### config.mk
export PLATFORM = sky130hd
export DESIGN_NAME = sgiu_queue
export DESIGN_NICKNAME = d
export VERILOG_FILES = /design/src/sgiu_pkg.sv /design/src/sgiu_queue.sv
export SDC_FILE = /design/constraint.sdc
export NUM_CORES = 1
export LEC_CHECK = 0
export ABC_AREA = 1
export BUFFER_PORTS_ARGS = -buffer_cell sky130_fd_sc_hd__buf_2
export CAP_MARGIN = 20
export CORE_ASPECT_RATIO = 1.75
export CORE_MARGIN = 2
export CORE_UTILIZATION = 47
export CTS_BUF_LIST = sky130_fd_sc_hd__clkbuf_16
export DETAILED_ROUTE_END_ITERATION = 10
export PLACE_DENSITY = 0.78
export RECOVER_POWER = 50
export SKIP_CTS_REPAIR_TIMING = 1
export SLEW_MARGIN = 30
export SYNTH_ARGS = -nofsm -noshare
export SYNTH_HDL_FRONTEND = slang
export SYNTH_SLANG_ARGS = --single-unit
export TNS_END_PERCENT = 1
### constraint.sdc
create_clock -name clock -period 5.61 [get_ports clock]
set_clock_uncertainty 0.15 [all_clocks]
set_input_delay 1.122 -clock clock [delete_from_list [all_inputs] [get_ports clock]]
set_output_delay 1.122 -clock clock [all_outputs]
set_load 0.01 [all_outputs]
### src/sgiu_pkg.sv
`default_nettype none
package sgiu_pkg;

   localparam int CoordWidth = 32;
   localparam int MagWidth   = 32;
   localparam int MassWidth  = 32;
   localparam int HwWidth    = 31;
   localparam int AccWidth   = 48;
   localparam int CsrWidth   = 32;
   localparam int CsrIdxWidth = 2;

   localparam int MulSteps  = 8;
   localparam int SqrtSteps = 41;
   localparam int ProdSteps = 11;
   localparam int DivSteps  = 48;

   localparam logic [31:0] GravityReset   = 32'd65536;
   localparam logic [16:0] AngleReset     = 17'd32768;
   localparam logic [31:0] SofteningReset = 32'd13107;

   typedef enum logic [CsrIdxWidth-1:0] {
      CSR_GRAVITY   = 2'd0,
      CSR_ANGLE     = 2'd1,
      CSR_SOFTENING = 2'd2
   } csr_index_type;

   typedef struct packed {
      logic [31:0] gravity_constant;
      logic [16:0] opening_angle;
      logic [31:0] softening_square;
   } cfg_type;

   // classified source item, distances already formed
   typedef struct packed {
      logic [2:0][MagWidth-1:0] mag;
      logic [2:0]               neg;
      logic [MassWidth-1:0]     mass;
      logic [HwWidth-1:0]       half_width;
      logic                     leaf;
      logic                     skip;
      logic                     last;
   } job_type;

   typedef struct packed {
      logic                open_children;
      logic [AccWidth-1:0] accel_x;
      logic [AccWidth-1:0] accel_y;
      logic [AccWidth-1:0] accel_z;
      logic                accel_valid;
   } result_type;

endpackage
`default_nettype wire

### src/sgiu_queue.sv
`default_nettype none
module sgiu_queue (
   input  wire logic              clock,
   input  wire logic              reset,
   input  wire logic              push,
   input  wire sgiu_pkg::job_type push_job,
   output logic                   ready,
   output logic                   valid,
   input  wire logic              pop,
   output sgiu_pkg::job_type      pop_job
);

   sgiu_pkg::job_type entry_ff [2];
   logic              wr_ff, wr_in;
   logic              rd_ff, rd_in;
   logic [1:0]        count_ff, count_in;

   assign ready   = (count_ff != 2'd2);
   assign valid   = (count_ff != 2'd0);
   assign pop_job = entry_ff[rd_ff];

   always_comb begin
      wr_in    = wr_ff ^ push;
      rd_in    = rd_ff ^ pop;
      count_in = count_ff + {1'b0, push} - {1'b0, pop};
   end

   always_ff @(posedge clock) begin
      if (reset) begin
         wr_ff    <= 1'b0;
         rd_ff    <= 1'b0;
         count_ff <= 2'd0;
      end else begin
         wr_ff    <= wr_in;
         rd_ff    <= rd_in;
         count_ff <= count_in;
      end
   end

   always_ff @(posedge clock) begin
      if (push) begin
         entry_ff[wr_ff] <= push_job;
      end
   end

endmodule
`default_nettype wire

==> run metrics <==
Post-Syn Area 12,200 um^2; root buf cell clkbuf_16; status finished with violations; relative slew slack -0.703; RSZ-0062 raised after global routing no; CTS tree done; Die Height 217 um; flip-flop and latch count after synthesis 334; Residual DRC 0; Max stage delay on crit path 1.93 ns; total power 5.41 mW; CP max FO 104; CTS clock-pin slew for the worst setup and hold paths 0.06 ns; Final min period 3.89 ns; Post-Synthesis Cells 540; GRT Resource Usage Total 0.180; Hold Path Class reg2reg; PwrDens 362 nW/um^2; DRT Wirelength 25,400 um; violated checks max-capacitance violations, max-slew violations; post-synthesis sequential area ratio 0.822; P_int 4.25 mW; Die Footprint 27,200 um^2; Core Rows 77; CP Class in2reg; Max IR drop VDD 0.414 mV; nets@finish 1,067; Clock power frac 0.345; worst-case clock buffer depth 3; I/O pins 336; Setup violations, final 0; Reg power frac 0.549; wire per inst 20.5 um; Fillers 1,961; final core utilization 0.590; core area 25,300 um^2; fmax 257 MHz; sw frac 0.215; synth unique cells 13; fin crit share 0.693; Yosys Warn Count 0; gr ovfl total 0; final instance area 14,900 um^2; crit end category flop; Worst Setup Start Kind input pin; Syn-to-layout area delta 22.9%; Area after DPL 14,200 um^2; max cap viols 2; H-tree level count 1; CP delay by family, top adder cells; Max Slew Vio Count 106; crit path buf inv count 2; violation count after the first detailed-route iteration 361; HPWL after detailed placement 17,700 um; worst-skew pair later-pin latency 0.54 ns; largest net degree at the start of global routing 105; Logic pwr share 0.106; Cell Chain, Critical Path clkbuf_1 -> ha_1 -> buf_12; CP max stage cell ha_1; leakage 5.41 nW; placer congestion estimate 0.874; Sw Pwr 1.16 mW; via density per instance 5.07; CP Data Required Time 5.62 ns; DRT Pass-1 Iters 6; arrival time at the worst endpoint 3.90 ns; Final Hold Vio Count 0; first-pass GRT wire length 37,400 um; DIE WIDTH 126 um; worst hold margin 0.427 ns; vias 6,271; clock sinks 334; share of layout cells above drive strength 1 0.503; vias in the first global route 6,765; Port Buf Inserts 335; Slew @ Worst Pin 2.55 ns; initial antenna violation count 11; syn_area_per_cell 22.5 um^2; antenna violation net count after detailed routing 0; syn nets 713; Initial Util 0.480; total CTS buffers 29
## state kept, by name, indices dropped and copies added, names as in the netlist
signal    count
count_ff      2
entry_ff    330
rd_ff         1
wr_ff         1
## power by group through the flow
stage | Combinational [mW] | Sequential (mW) | Clock, mW
floorplan | 0.353 | 3.00 | 0
global placement | 0.576 | 3.02 | 0
detailed placement | 0.590 | 3.03 | 0
CTS | 0.592 | 2.97 | 1.93
global route | 0.615 | 2.99 | 2.02
finish | 0.572 | 2.97 | 1.87
## layer usage
metal / vias up / routed length (um) / track usage
met1: 3088 / 8020 / 0.177
met5: - / 30 / 0
met2: 245 / 14400 / 0.339
li1: 2855 / - / -
met4: 4 / 1420 / 0.107
met3: 79 / 1570 / 0.0420
## cell families (layout without fill, tap and decap cells)
kind of cell | after synthesis | after routing | share of synthesized area
other | 0 | 10 | 0
buffers and inverters | 25 | 397 | 0.0172
muxes | 165 | 165 | 0.153
AOI/OAI and AO/OA | 1 | 1 | 0.000411
adders and majority gates | 4 | 4 | 0.00412
DFF | 334 | 334 | 0.822
xor gates and xnor gates | 1 | 1 | 0.000720
and+or+nand+nor | 10 | 10 | 0.00319
## cell usage after synthesis, drive strengths merged
master	instances	area (um^2)
nand3	1	5.00
inv	7	26.3
dfxtp	4	80.1
mux2	165	1860
edfxtp	330	9910
nor2	4	15.0
xnor2	1	8.76
nand2	5	18.8
ha	4	50.1
a21oi	1	5.00
buf	18	183
## tightest hold or removal path, stage by stage, from the launching register on
cell     delay (ns)
dfxtp_1        0.32
inv_1          0.06
ha_1           0.12
nor2_1         0.04
## stage by stage
step                      setup TNS (ns)  worst slack (ns)  std cells
after CTS                              0              1.76       1228
final                                  0              1.72       1238
after detailed placement               0              2.33       1179
after global placement                 0              2.32       1179
after global routing                   0              1.50       1235
after floorplan                    -7.56           -0.0458        540
## final timing paths
| check | start | to | slack (ns) | cells past startpoint |
|---|---|---|---|---|
| max | push | entry_ff[1][86]$_DFFE_PP_ | 1.72 | 3 |
| min | wr_ff$_SDFF_PP0_ | wr_ff$_SDFF_PP0_ | 0.43 | 3 |
| max reg2reg | wr_ff$_SDFF_PP0_ | entry_ff[1][86]$_DFFE_PP_ | 2.20 | 2 |
| min reg2reg | wr_ff$_SDFF_PP0_ | wr_ff$_SDFF_PP0_ | 0.43 | 3 |
## cells in the final DEF, fill, tap and decap left out, drive strengths merged
cell type  Yosys  final
xnor2          1      1
a21oi          1      1
clkinv         0     12
nand3          1      1
diode          0     10
buf           18    259
clkbuf         0    111
inv            7     12
nor2           4      4
dfxtp          4      4
edfxtp       330    330
nand2          5      5
bufinv         0      3
ha             4      4
mux2         165    165
## area by class of cell
cell class                 count  area [um^2]  area share
tap                          316          395      0.0265
inverter                       7         26.3     0.00176
sequential                   334         9990       0.669
multi-input combinational    181         1960       0.131
antenna                       10         25.0     0.00168
clock buffer                  29          726      0.0486
clock inverter                20          156      0.0105
timing repair buffer         341         1660       0.111
Note: power is estimated with default switching activity, not from simulation.
